File: config.mk
export PLATFORM = sky130hd
export DESIGN_NAME = sktbs_ctrl
export DESIGN_NICKNAME = d
export VERILOG_FILES = /design/src/rtl/sorted_key_table_binary_search_unit_defines.svh /design/src/rtl/sktbs_pkg.sv /design/src/rtl/sktbs_ctrl.sv
export SDC_FILE = /design/constraint.sdc
export NUM_CORES = 1
export LEC_CHECK = 0
export ABC_AREA = 1
export BUFFER_PORTS_ARGS = -buffer_cell sky130_fd_sc_hd__buf_4
export CORE_AREA = 5 5 42 44
export CTS_CLUSTER_DIAMETER = 80
export DETAILED_ROUTE_END_ITERATION = 7
export DIE_AREA = 0 0 47 49
export SLEW_MARGIN = 10
export SYNTH_ARGS = -nofsm -noshare
export SYNTH_HDL_FRONTEND = slang
export SYNTH_SLANG_ARGS = --single-unit
File: constraint.sdc
create_clock -name clk -period 1.2 [get_ports clk]
set_input_delay 0.24 -clock clk [delete_from_list [all_inputs] [get_ports clk]]
set_output_delay 0.24 -clock clk [all_outputs]
set_load 0.03 [all_outputs]
File: src/rtl/sorted_key_table_binary_search_unit_defines.svh
// Assertion macros for the sorted key table search unit.
// Used by the top level only; expects clk and rst_n in scope.
`ifndef SORTED_KEY_TABLE_BINARY_SEARCH_UNIT_DEFINES_SVH
`define SORTED_KEY_TABLE_BINARY_SEARCH_UNIT_DEFINES_SVH

// Same-cycle implication, disabled while reset is asserted.
`define SKTBS_ASSERT_SAME(label, ante, cons, msg) \
    label: assert property (@(posedge clk) disable iff (!rst_n) (ante) |-> (cons)) \
        else $error(msg);

// Next-cycle implication, disabled while reset is asserted.
`define SKTBS_ASSERT_NEXT(label, ante, cons, msg) \
    label: assert property (@(posedge clk) disable iff (!rst_n) (ante) |=> (cons)) \
        else $error(msg);

`endif

File: src/rtl/sktbs_pkg.sv
// Shared types and constants for the sorted key table search unit.
// No dependencies; imported by the controller, datapath and top level.
package sktbs_pkg;

    localparam int DEF_TABLE_DEPTH = 1024;
    localparam int DEF_KEY_BYTES   = 20;
    localparam int PREFIX_SKIP     = 2;

    // Input field widths
    localparam int REQ_TYPE_W    = 1;
    localparam int ENTRY_INDEX_W = 10;
    localparam int KEY_HIGH_W    = 64;
    localparam int KEY_MIDDLE_W  = 64;
    localparam int KEY_LOW_W     = 32;
    localparam int IN_KEY_W      = KEY_HIGH_W + KEY_MIDDLE_W + KEY_LOW_W;
    localparam int KEY_MAX_W     = 256;

    // Stream bus widths
    localparam int S_TDATA_W = 176;
    localparam int S_TUSER_W = 1;
    localparam int M_TDATA_W = 8;

    // Configuration port
    localparam int CFG_IDX_W        = 1;
    localparam int CFG_DATA_W       = 11;
    localparam int ENTRY_COUNT_W    = 11;
    localparam logic [CFG_IDX_W-1:0] CFG_ENTRY_COUNT = 1'b0;
    localparam logic [CFG_IDX_W-1:0] CFG_KEY_MODE    = 1'b1;

    // Request kinds
    localparam logic [REQ_TYPE_W-1:0] REQ_WRITE  = 1'b0;
    localparam logic [REQ_TYPE_W-1:0] REQ_LOOKUP = 1'b1;

    typedef enum logic [1:0] {
        ST_IDLE,
        ST_PROBE,
        ST_COMPARE,
        ST_RESULT
    } state_t;

    // Controller to datapath
    typedef struct packed {
        logic write;   // store the incoming key at entry_index
        logic load;    // latch lookup key and open the search range
        logic probe;   // read the midpoint entry
        logic step;    // narrow the range, or record a hit, from the compare outcome
        logic emit;    // move the search outcome to the output register
    } cmd_t;

    // Datapath to controller
    typedef struct packed {
        logic range_empty;
        logic cmp_eq;
    } status_t;

endpackage

File: src/rtl/sktbs_ctrl.sv
// Search sequencer for the sorted key table search unit.
// Depends on sktbs_pkg for the state enum and the command/status structs.
module sktbs_ctrl (
    input  logic                                  clk,
    input  logic                                  rst_n,
    input  logic                                  s_tvalid,
    input  logic [sktbs_pkg::REQ_TYPE_W-1:0]      req_type,
    output logic                                  s_tready,
    output logic                                  m_tvalid,
    input  logic                                  m_tready,
    input  sktbs_pkg::status_t                    status,
    output sktbs_pkg::cmd_t                       cmd
);
    import sktbs_pkg::*;

    state_t state_reg, state_next;
    logic   out_valid_reg, out_valid_next;
    logic   slot_free;

    assign slot_free = !out_valid_reg || m_tready;

    always_comb
    begin
        state_next = state_reg;
        unique case (state_reg)
            ST_IDLE:
            begin
                if (s_tvalid && (req_type == REQ_LOOKUP))
                    state_next = ST_PROBE;
            end
            ST_PROBE:
            begin
                if (status.range_empty)
                    state_next = ST_RESULT;
                else
                    state_next = ST_COMPARE;
            end
            ST_COMPARE:
            begin
                if (status.cmp_eq)
                    state_next = ST_RESULT;
                else
                    state_next = ST_PROBE;
            end
            ST_RESULT:
            begin
                if (slot_free)
                    state_next = ST_IDLE;
            end
            default: state_next = ST_IDLE;
        endcase
    end

    always_comb
    begin
        cmd      = '0;
        s_tready = 1'b0;
        unique case (state_reg)
            ST_IDLE:
            begin
                s_tready  = 1'b1;
                cmd.write = s_tvalid && (req_type == REQ_WRITE);
                cmd.load  = s_tvalid && (req_type == REQ_LOOKUP);
            end
            ST_PROBE:   cmd.probe = !status.range_empty;
            ST_COMPARE: cmd.step  = 1'b1;
            ST_RESULT:  cmd.emit  = slot_free;
            default:    cmd       = '0;
        endcase
        // Hold the result until taken, load a new one when emitted
        if (cmd.emit)
            out_valid_next = 1'b1;
        else if (m_tready)
            out_valid_next = 1'b0;
        else
            out_valid_next = out_valid_reg;
    end

    assign m_tvalid = out_valid_reg;

    always_ff @(posedge clk or negedge rst_n)
    begin
        if (!rst_n)
        begin
            state_reg     <= ST_IDLE;
            out_valid_reg <= 1'b0;
        end
        else
        begin
            state_reg     <= state_next;
            out_valid_reg <= out_valid_next;
        end
    end

endmodule

### After elaboration in Yosys (flattened, before gate mapping)

Cells that the tools add are included.

| operators by class | value |
|---|---|
| equality and inequality tests | 5 |
| multiplexer cells | 12 |
| bitwise logic cells | 1 |
| reductions and logical operators | 8 |

Operators by type and width:

| cell | number |
|---|---|
| 2-bit two-way mux | 4 |
| 2-bit case mux with 4 select lines | 1 |
| 1-bit two-way mux | 7 |
| 2-bit == test (second input constant) | 2 |
| 2-bit != test (second input constant) | 2 |
| 2-bit by 1-bit == test with 1-bit output (second input constant) | 1 |
| 1-bit logical AND | 2 |
| 1-bit logical NOT | 2 |
| 2-bit logical NOT | 1 |
| 2-bit AND reduction | 1 |
| 2-bit nonzero test | 1 |
| 1-bit logical OR | 1 |
| 1-bit inverter | 1 |

| storage, ports and cells | value |
|---|---|
| register bits after elaboration | 3 |
| input port bits | 7 |
| output and inout bits | 7 |
| logic and storage cells | 28 |

### Longest topological paths before layout

Gate-level depths: netlist of the first run.

| logic depth | value |
|---|---|
| depth in word-level cells | 4 |
| depth in mapped cells | 5 |
| gate-level depth less buffers | 5 |

### Least setup slack after synthesis of the first run

Ideal clock, no wire load.

| path | value |
|---|---|
| kind | register -> output |
| from | reg state_reg[1] |
| to | out cmd[4] (netlist bit) |
| arrival time | 1.270 ns |
| data required time | 0.960 ns |
| path slack | -0.310 ns |
| cell stages (with the launch flop) | 4 |
| path buffers | 0 |
| cell sequence | dfrtp_1 > nor2_2 > nand2_1 > nor2_1 |

RTL lines:

| element | RTL line | RTL |
|---|---|---|
| start, declared | sktbs_ctrl.sv:16 | `state_t state_reg, state_next;` |
| start signal, assigned | sktbs_ctrl.sv:90 | `state_reg <= state_next;` |
| end, declared | sktbs_ctrl.sv:12 | `output sktbs_pkg::cmd_t cmd` |

==> results of run 1 <==
placed cells by master, fill, tap and decap left out:
cell	netlist	final
nor2_2	1	2
inv_4	0	1
nor3_2	0	1
clkbuf_1	0	1
nand2_4	0	1
inv_2	0	2
clkbuf_4	0	3
buf_6	0	6
nor3_1	2	1
nand2_2	1	3
dlygate4sd3_1	0	1
buf_4	1	16
inv_1	5	3
nand3_2	0	1
dfrtp_2	0	2
nor2_4	0	1
dfrtp_1	3	1
nand2_1	13	10
stage by stage:
stage | TNS (ns) | setup WS [ns] | cells | area (um^2) | hold WS (ns)
final | -0.620 | -0.134 | 72 | 463 | 0.271
after floorplan | -0.564 | -0.202 | 30 | 191 | -0.0556
after global placement | 0 | 0.0668 | 58 | 302 | 0.0316
after global routing | -1.05 | -0.216 | 72 | 463 | 0.265
after detailed placement | 0 | 0.0538 | 58 | 302 | 0.0326
after CTS | -0.789 | -0.146 | 73 | 443 | 0.287
power groups by stage:
stage | Clock (mW) | Sequential [mW] | Combinational, mW
finish | 0.180 | 0.256 | 0.921
global route | 0.208 | 0.271 | 0.997
CTS | 0.187 | 0.252 | 0.853
detailed placement | 0 | 0.233 | 0.534
global placement | 0 | 0.233 | 0.529
floorplan | 0 | 0.254 | 0.341
tightest hold or removal path, delay by kind of cell:
family,cells,cell delay [ns]
buf+inv,2,0.12
simple gates,2,0.10
Yosys cell counts:
cell / count / area share
nor2_2: 1 / 0.033
nor3_1: 2 / 0.053
nand2_2: 1 / 0.033
nand2_1: 13 / 0.26
nand3_1: 1 / 0.026
inv_1: 5 / 0.099
buf_4: 1 / 0.040
dfrtp_1: 3 / 0.40
nor2_1: 2 / 0.040
clkinv_1: 1 / 0.020
worst max path at each step:
stage	slack, ns	to	start
floorplan	-0.20	cmd[4]	state_reg[1]
global placement	0.07	cmd[4]	state_reg[1]
detailed placement	0.05	cmd[4]	state_reg[1]
CTS	-0.15	cmd[4]	state_reg[0]
global route	-0.22	cmd[4]	state_reg[0]
finish	-0.13	cmd[4]	state_reg[0]
cells by family (layout without fill, tap and decap cells):
group / count (synthesis) / in the layout / share of synthesized area
simple gates: 20 / 20 / 0.444
buf+inv: 7 / 33 / 0.159
flops: 3 / 3 / 0.397
per-layer routing:
metal / GRT usage / vias to the layer above
met5: 0 / -
met4: 0.0553 / 0
met3: 0.0443 / 2
met2: 0.102 / 8
met1: 0.0552 / 122
li1: - / 138
repair_timing:
action,in CTS,in global routing
pin swaps,4,3
setup endpoints to repair,6,8
gates cloned,0,0
hold buffers,1,0
gates resized for setup,12,8
setup buffers,10,2
endpoints found under the hold margin,3,0
layout make-up:
cell class / count / area, um^2 / area share
multi-input combinational: 20 / 116 / 0.251
sequential: 3 / 77.6 / 0.168
clock buffer: 4 / 26.3 / 0.0568
tap: 16 / 20.0 / 0.0432
inverter: 6 / 25.0 / 0.0541
timing repair buffer: 23 / 198 / 0.427
==> summary.txt, run 1 <==
Crit. path cell count: 4
Worst Hold Depth: 4
Initial antenna violation count: 0
Met3 Routed Length: 60 um
RSZ-0062 raised after global routing: true
CP Data Required Time: 0.96 ns
Comb power frac: 0.679
Net Sw Frac: 0.442
FF-to-FF setup slack: 0.05 ns
Reg2reg end: state_reg[0]
Metal2 WL: 354 um
Root buffer cell: clkbuf_4
Critical Path Max Stage Delay: 0.44 ns
Internal Pwr Total: 0.757 mW
Fin crit period: 1.33 ns
Worst setup path class: flip-flop to primary output
Max FFs per register: 2
Power consumption: 1.36 mW
Fin util: 0.330
CTS tree: done
Clk sinks: 3
Final setup fails: 6
Peak supply drop: 0.585 mV
Achievable Freq: 0.750 GHz
Outcome: finished with violations
Routed WL: 605 um
Reg2reg path depth: 7
Total track usage: 0.0663
Met1 WL: 174 um
Skew-Pair Late Insertion Delay: 0.23 ns
Htree depth: 1
DR WL/cell: 8.40 um
Share of layout cells above drive strength 1: 0.696
Post-route ant nets: 0
Initial Util: 0.135
Row Count: 14
GPL Wtd Cong: 0.691
Min-delay worst type: input pin to flip-flop
# diodes: 0
Post-Synthesis Cells: 30
Synth unique cells: 10
Hold endpoint: state_reg[0]
Gr ovfl total: 0
First-pass GRT wire length: 1000 um
Clock power share: 0.133
Leakage: 0.252 nW
Nets: 64
Clock buffer depth: 2
#FFs+latches synth: 3
Io pins: 14
Synth Warn #: 0
Largest net degree at the start of global routing: 7
Crit path max fanout: 5
Failing checks: setup timing
Worst clock skew: 0.00200 ns
Post-route clock period utilization: 1.11
PD cells: 2930 nW/um^2
CP endpoint kind: primary output
Max-slew violations: 0
R2r startpoint: state_reg[1]
Avg Inst Size Synth: 6.30 um^2
Die width: 47 um
Arr. time, crit path: 1.09 ns
Reg clk slew, reported paths: 0.04 ns
Seq pwr share: 0.189
Crit path cell chain: nor2_4, nand2_2, nor2_2, buf_6
Fill cells: 159
Sequential share of the synthesized area: 0.397
Fin. Hold Viols: 0
Iter 0 DRT Violations: 0
DR top layer: met4
Crit path max-delay family: flip-flops
Slew margin rel.: 0.901
Vias in the first global route: 253
PortBufs: 13
Setup crit start kind: flip-flop
Pre-Repair DR Iteration Count: 1
Tightest Pin Transition: 0.148 ns
Switch Pwr: 0.599 mW
Slowest CP cell: dfrtp_2
# DRC: 0
Beginning of the worst hold path: m_tready
Inserted Clock Buffers: 3
Die extent in y: 49 um
Final worst slack: -0.134 ns
Full die area: 2300 um^2
Via Count: 270
Post-Syn Area: 189 um^2
Vias per cell: 3.75
Maxcap violations: 0
Syn nets: 37
CP bufs+invs: 1
Core Region: 1400 um^2
Area grow syn2layout: 145%
Note: power is estimated with default switching activity, not from simulation.
==> inputs of run 2 (changes only) <==
- ABC_CLOCK_PERIOD_IN_PS: default -> 1200
- CORE_AREA: 5 5 42 44 -> 2 2 39 41
- DIE_AREA: 0 0 47 49 -> 0 0 41 43
==> summary.txt, run 2 (same netlist as run 1, synthesis figures left out) <==
Via Count: 255 (-5.6%)
Commonest cells after routing, fill and taps aside: buf_4, nand2_1, inv_1, clkbuf_4, buf_6
GPL Wtd Cong: 0.570 (-18%)
CTS tree: done
Critical Path Max Stage Delay: 0.45 ns (about the same)
Share of layout cells above drive strength 1: 0.604 (-0.0927)
Gr ovfl total: 0 (unchanged)
Initial Util: 0.137 (+0.00171)
Post-DP Area: 302 um^2 (unchanged)
Max FFs per register: 2 (unchanged)
Setup tns final: -0.548 ns (+0.0725 ns)
Worst clock skew: 0.000690 ns (-0.00131 ns)
Power consumption: 1.20 mW (-11%)
Fin crit period: 1.34 ns (+0.00576 ns)
Die extent in y: 43 um (-12%)
Crit path max fanout: 6 (+1)
Largest net degree at the start of global routing: 7 (unchanged)
Inserted Clock Buffers: 3 (unchanged)
Crit path cell chain: nor2_4, nand2_1, nor2_2, buf_6
Iter 0 DRT Violations: 7 (+7)
Reg2reg end: state_reg[0]
Arr. time, crit path: 1.10 ns (about the same)
Initial antenna violation count: 0 (unchanged)
Worst setup path class: flip-flop to primary output
Setup crit start kind: flip-flop
Final non-filler cell area: 417 um^2 (-10%)
Slowest CP cell: dfrtp_2
Worst Hold Depth: 4 (unchanged)
Vias per cell: 3.70 (-1.4%)
Max-slew violations: 0 (unchanged)
Worst slack, placed: 0.0422 ns (-0.0116 ns)
CP Data Required Time: 0.96 ns (about the same)
Peak supply drop: 0.664 mV (+13%)
Final worst slack: -0.140 ns (-0.00576 ns)
# DRC: 0 (unchanged)
Pre-Repair DR Iteration Count: 4 (+3)
Tightest Pin Transition: 0.151 ns (+0.00333 ns)
PortBufs: 13 (unchanged)
Full die area: 1760 um^2 (-23%)
Outcome: finished with violations
Achievable Freq: 0.746 GHz (-0.43%)
Slew margin rel.: 0.898 (-0.00223)
Nets: 61 (-4.7%)
Area grow syn2layout: 121%
Root buffer cell: clkbuf_4
DR WL/cell: 7.80 um (-7.2%)
Reg2reg path depth: 6 (-1)
Row Count: 14 (unchanged)
Min-delay worst type: input pin to flip-flop
Reg clk slew, reported paths: 0.04 ns (about the same)
First-pass GRT wire length: 869 um (-13%)
Io pins: 14 (unchanged)
Die width: 41 um (-13%)
Post-route ant nets: 0 (unchanged)
Failing checks: setup timing
RSZ-0062 raised after global routing: true
Leakage: 0.234 nW (-7.2%)
Clock buffer depth: 2 (unchanged)
Final setup fails: 6 (unchanged)
Htree depth: 1 (unchanged)
Core Region: 1380 um^2 (-1.2%)
Final HPWL DP: 362 um
CP endpoint kind: primary output
Total track usage: 0.0795 (+0.0132)
Vias in the first global route: 247 (-2.4%)
Fin. Hold Viols: 0 (unchanged)
Skew-Pair Late Insertion Delay: 0.23 ns (about the same)
# diodes: 0 (unchanged)
FF-to-FF setup slack: 0.14 ns (+0.09 ns)
R2r startpoint: state_reg[0]
PD cells: 2890 nW/um^2 (-1.4%)
Commonest non-fill, non-tap cell in the layout: buf_4
Post-route clock period utilization: 1.12 (+0.00480)
Hold endpoint: state_reg[0]
Clk sinks: 3 (unchanged)
Beginning of the worst hold path: m_tready
Routed WL: 538 um (-11%)
Maxcap violations: 0 (unchanged)
==> run 2: worst max-delay path: cells and delay by family (launching register included) <==
kind	cells	cell delay, ns
flip-flops	1	0.45
AND/OR/NAND/NOR	3	0.28
buffers and inverters	1	0.14
==> run 2: routing by layer <==
layer  wire length (um)  part of all wire  global-route usage  up-vias
li1                   -                 -                   -      133
met1                210              0.39              0.0744      113
met2                287              0.53               0.109        9
met3                 40             0.074              0.0471        0
met4                  0                 0              0.0800        0
met5                  0                 0                   0        -
==> run 2: worst max-delay path by stage <==
| stage | startpoint | to | cells after the start |
|---|---|---|---|
| floorplan | state_reg[1] | cmd[4] | 3 |
| detailed placement | state_reg[1] | cmd[4] | 4 |
| global route | state_reg[0] | cmd[4] | 4 |
| finish | state_reg[0] | cmd[4] | 4 |
| CTS | state_reg[0] | cmd[4] | 4 |
| global placement | state_reg[1] | cmd[4] | 4 |
==> run 2: report_power, final <==
part	switching (mW)	internal, mW
sequential	0.0963	0.163
combinational	0.403	0.365
clock	0.0531	0.125
total	0.552	0.652
==> run 2: cell type report <==
| cell class | instances | area [um^2] |
|---|---|---|
| Sequential cell | 3 | 77.6 |
| Fill cell | 151 | 967 |
| Tap cell | 16 | 20.0 |
| Clock buffer | 4 | 26.3 |
| Multi-Input combinational cell | 20 | 104 |
| Inverter | 6 | 25.0 |
| Timing Repair Buffer | 20 | 164 |
==> run 2: timing repair <==
action                                  CTS  global route
hold endpoints to repair                  3             0
pin swaps                                 5             2
buffers inserted                          7             0
cloned                                    0             0
hold buffers                              1             0
endpoints found under the setup margin    6             7
gates resized for setup                  10             3
==> run 2: per-stage QoR <==
| stage | cells | util | hold WS [ns] |
|---|---|---|---|
| 6_report | 69 | 0.301 | 0.280 |
| 5_1_grt | 69 | 0.301 | 0.287 |
| 4_1_cts | 70 | 0.298 | 0.284 |
| 3_5_place_dp | 58 | 0.218 | 0.0326 |
| 3_3_place_gp | 58 | 0.218 | 0.0309 |
| 2_1_floorplan | 30 | - | -0.0556 |
==> inputs of run 3 (changes only) <==
- CTS_BUF_LIST: default -> sky130_fd_sc_hd__clkbuf_8
- SLEW_MARGIN: 10 -> 40
==> summary.txt, run 3 (same netlist as run 1, synthesis figures left out) <==
Comb power frac: 0.590 (-0.047)
Worst clock skew: 0.000583 ns (-0.000106 ns)
Full die area: 1760 um^2 (unchanged)
Share of layout cells above drive strength 1: 0.585 (-0.0189)
Initial antenna violation count: 0 (unchanged)
Vias per cell: 3.64 (-1.6%)
Pre-Repair DR Iteration Count: 4 (unchanged)
Clock buffer depth: 2 (unchanged)
Slew margin rel.: 0.898 (about the same)
Worst setup path class: flip-flop to primary output
Internal Pwr Total: 0.745 mW (+14%)
Commonest non-fill, non-tap cell in the layout: buf_4
PortBufs: 13 (unchanged)
First-pass GRT wire length: 814 um (-6.3%)
Die width: 41 um (unchanged)
Worst slack, placed: 0.0422 ns (unchanged)
Gr ovfl total: 0 (unchanged)
Initial Util: 0.137 (unchanged)
Commonest cells after routing, fill and taps aside: buf_4, nand2_1, inv_1, clkbuf_8, buf_6
Worst Hold Depth: 4 (unchanged)
Net Sw Frac: 0.427 (-0.0312)
Htree depth: 1 (unchanged)
Clk sinks: 3 (unchanged)
Achievable Freq: 0.759 GHz (+1.7%)
Skew-Pair Late Insertion Delay: 0.21 ns (-0.02 ns)
Post-route ant nets: 0 (unchanged)
Vias in the first global route: 234 (-5.3%)
Inserted Clock Buffers: 3 (unchanged)
Peak supply drop: 0.615 mV (-7.4%)
Min-delay worst type: input pin to flip-flop
Row Count: 14 (unchanged)
Fin util: 0.315 (+0.0136)
Seq pwr share: 0.197 (-0.018)
Arr. time, crit path: 1.08 ns (-0.02 ns)
# diodes: 0 (unchanged)
Nets: 61 (unchanged)
Outcome: finished with violations
Power consumption: 1.30 mW (+8.0%)
Fin crit period: 1.32 ns (-0.0222 ns)
Finished Layout Cells: 69 (unchanged)
RSZ-0062 raised after global routing: true
Post-route clock period utilization: 1.10 (-0.0185)
Reg clk slew, reported paths: 0.03 ns (about the same)
Setup crit start kind: flip-flop
Max FFs per register: 2 (unchanged)
CP endpoint kind: primary output
Fin. Hold Viols: 0 (unchanged)
Area of the multi-input gates: 104 um^2 (unchanged)
Core Region: 1380 um^2 (unchanged)
# DRC: 0 (unchanged)
Max-slew violations: 0 (unchanged)
CP Data Required Time: 0.96 ns (about the same)
Largest net degree at the start of global routing: 7 (unchanged)
DR WL/cell: 7.49 um (-3.9%)
Final setup fails: 6 (unchanged)
Root buffer cell: clkbuf_8
FF+latch area: 77.6 um^2 (unchanged)
Area grow syn2layout: 130%
Final worst slack: -0.118 ns (+0.0222 ns)
Reg2reg path depth: 6 (unchanged)
Final HPWL DP: 362 um (unchanged)
Total track usage: 0.0714 (-0.00805)
Via Count: 251 (-1.6%)
Placed insts: 58 (unchanged)
Leakage: 0.247 nW (+5.6%)
CTS tree: done
Fill cells: 146 (-3.3%)
Clock power share: 0.213 (+0.065)
Iter 0 DRT Violations: 5 (-2)
Crit path max fanout: 6 (unchanged)
GPL Wtd Cong: 0.570 (unchanged)
Die extent in y: 43 um (unchanged)
Failing checks: setup timing
Io pins: 14 (unchanged)
Tightest Pin Transition: 0.151 ns (+0.000000477 ns)
Maxcap violations: 0 (unchanged)
Switch Pwr: 0.556 mW (+0.67%)
PD cells: 2990 nW/um^2 (+3.4%)
Routed WL: 517 um (-3.9%)
run 3: cell count changes in the layout (fill, tap and decap cells not counted), sizes merged:
cell | previous run | this run
clkbuf | 4 | 3
inv | 6 | 7
run 3: routing by layer:
layer | GRT usage | wire length, um | share of wire | vias up
li1 | - | - | - | 133
met2 | 0.103 | 271 | 0.52 | 6
met3 | 0.0314 | 38 | 0.074 | 0
met1 | 0.0744 | 207 | 0.40 | 112
met4 | 0.0600 | 0 | 0 | 0
met5 | 0 | 0 | 0 | -
run 3: worst paths after layout:
path | slack, ns | end | from
setup / recovery | -0.12 | cmd[4] | state_reg[0]
hold / removal | 0.30 | state_reg[0] | m_tready
setup reg to reg | 0.15 | state_reg[0] | state_reg[0]
hold reg to reg | 0.54 | state_reg[0] | m_tvalid
max in group asynchronous | 0.74 | state_reg[0] | rst_n
min in group asynchronous | 0.36 | m_tvalid | rst_n
run 3: what timing repair did:
action                     4_1_cts  5_1_grt
setup endpoints to repair        6        7
hold endpoints to repair         3        0
hold buffers                     1        0
setup buffers                    7        0
resized for setup                9        3
pin swaps                        3        3
run 3: stage by stage:
| step | setup TNS [ns] | hold slack, ns | area (um^2) |
|---|---|---|---|
| after floorplan | -0.564 | -0.0556 | 191 |
| after global placement | 0 | 0.0309 | 302 |
| after detailed placement | 0 | 0.0326 | 302 |
| after CTS | -0.460 | 0.313 | 432 |
| after global routing | -0.663 | 0.313 | 435 |
| final | -0.416 | 0.297 | 435 |
run 3: power groups by stage:
stage / clock, mW / sequential [mW] / combinational (mW)
detailed placement: 0 / 0.235 / 0.531
floorplan: 0 / 0.254 / 0.341
finish: 0.277 / 0.256 / 0.767
CTS: 0.287 / 0.254 / 0.761
global route: 0.293 / 0.263 / 0.830
global placement: 0 / 0.233 / 0.525
run 3: area by class of cell:
class	instances	share of cell area
multi-input cells	20	0.239
clock inverters	1	0.00862
repair buffers	20	0.376
well taps	16	0.0460
clock buffers	3	0.0948
flip-flops and latches	3	0.178
inverters	6	0.0575
run 3: worst max-delay path, stage by stage, from the launching register on:
cell and delay, ns:
dfrtp_2 0.45, nor2_4 0.13, nand2_1 0.06, nor2_2 0.09, buf_6 0.14
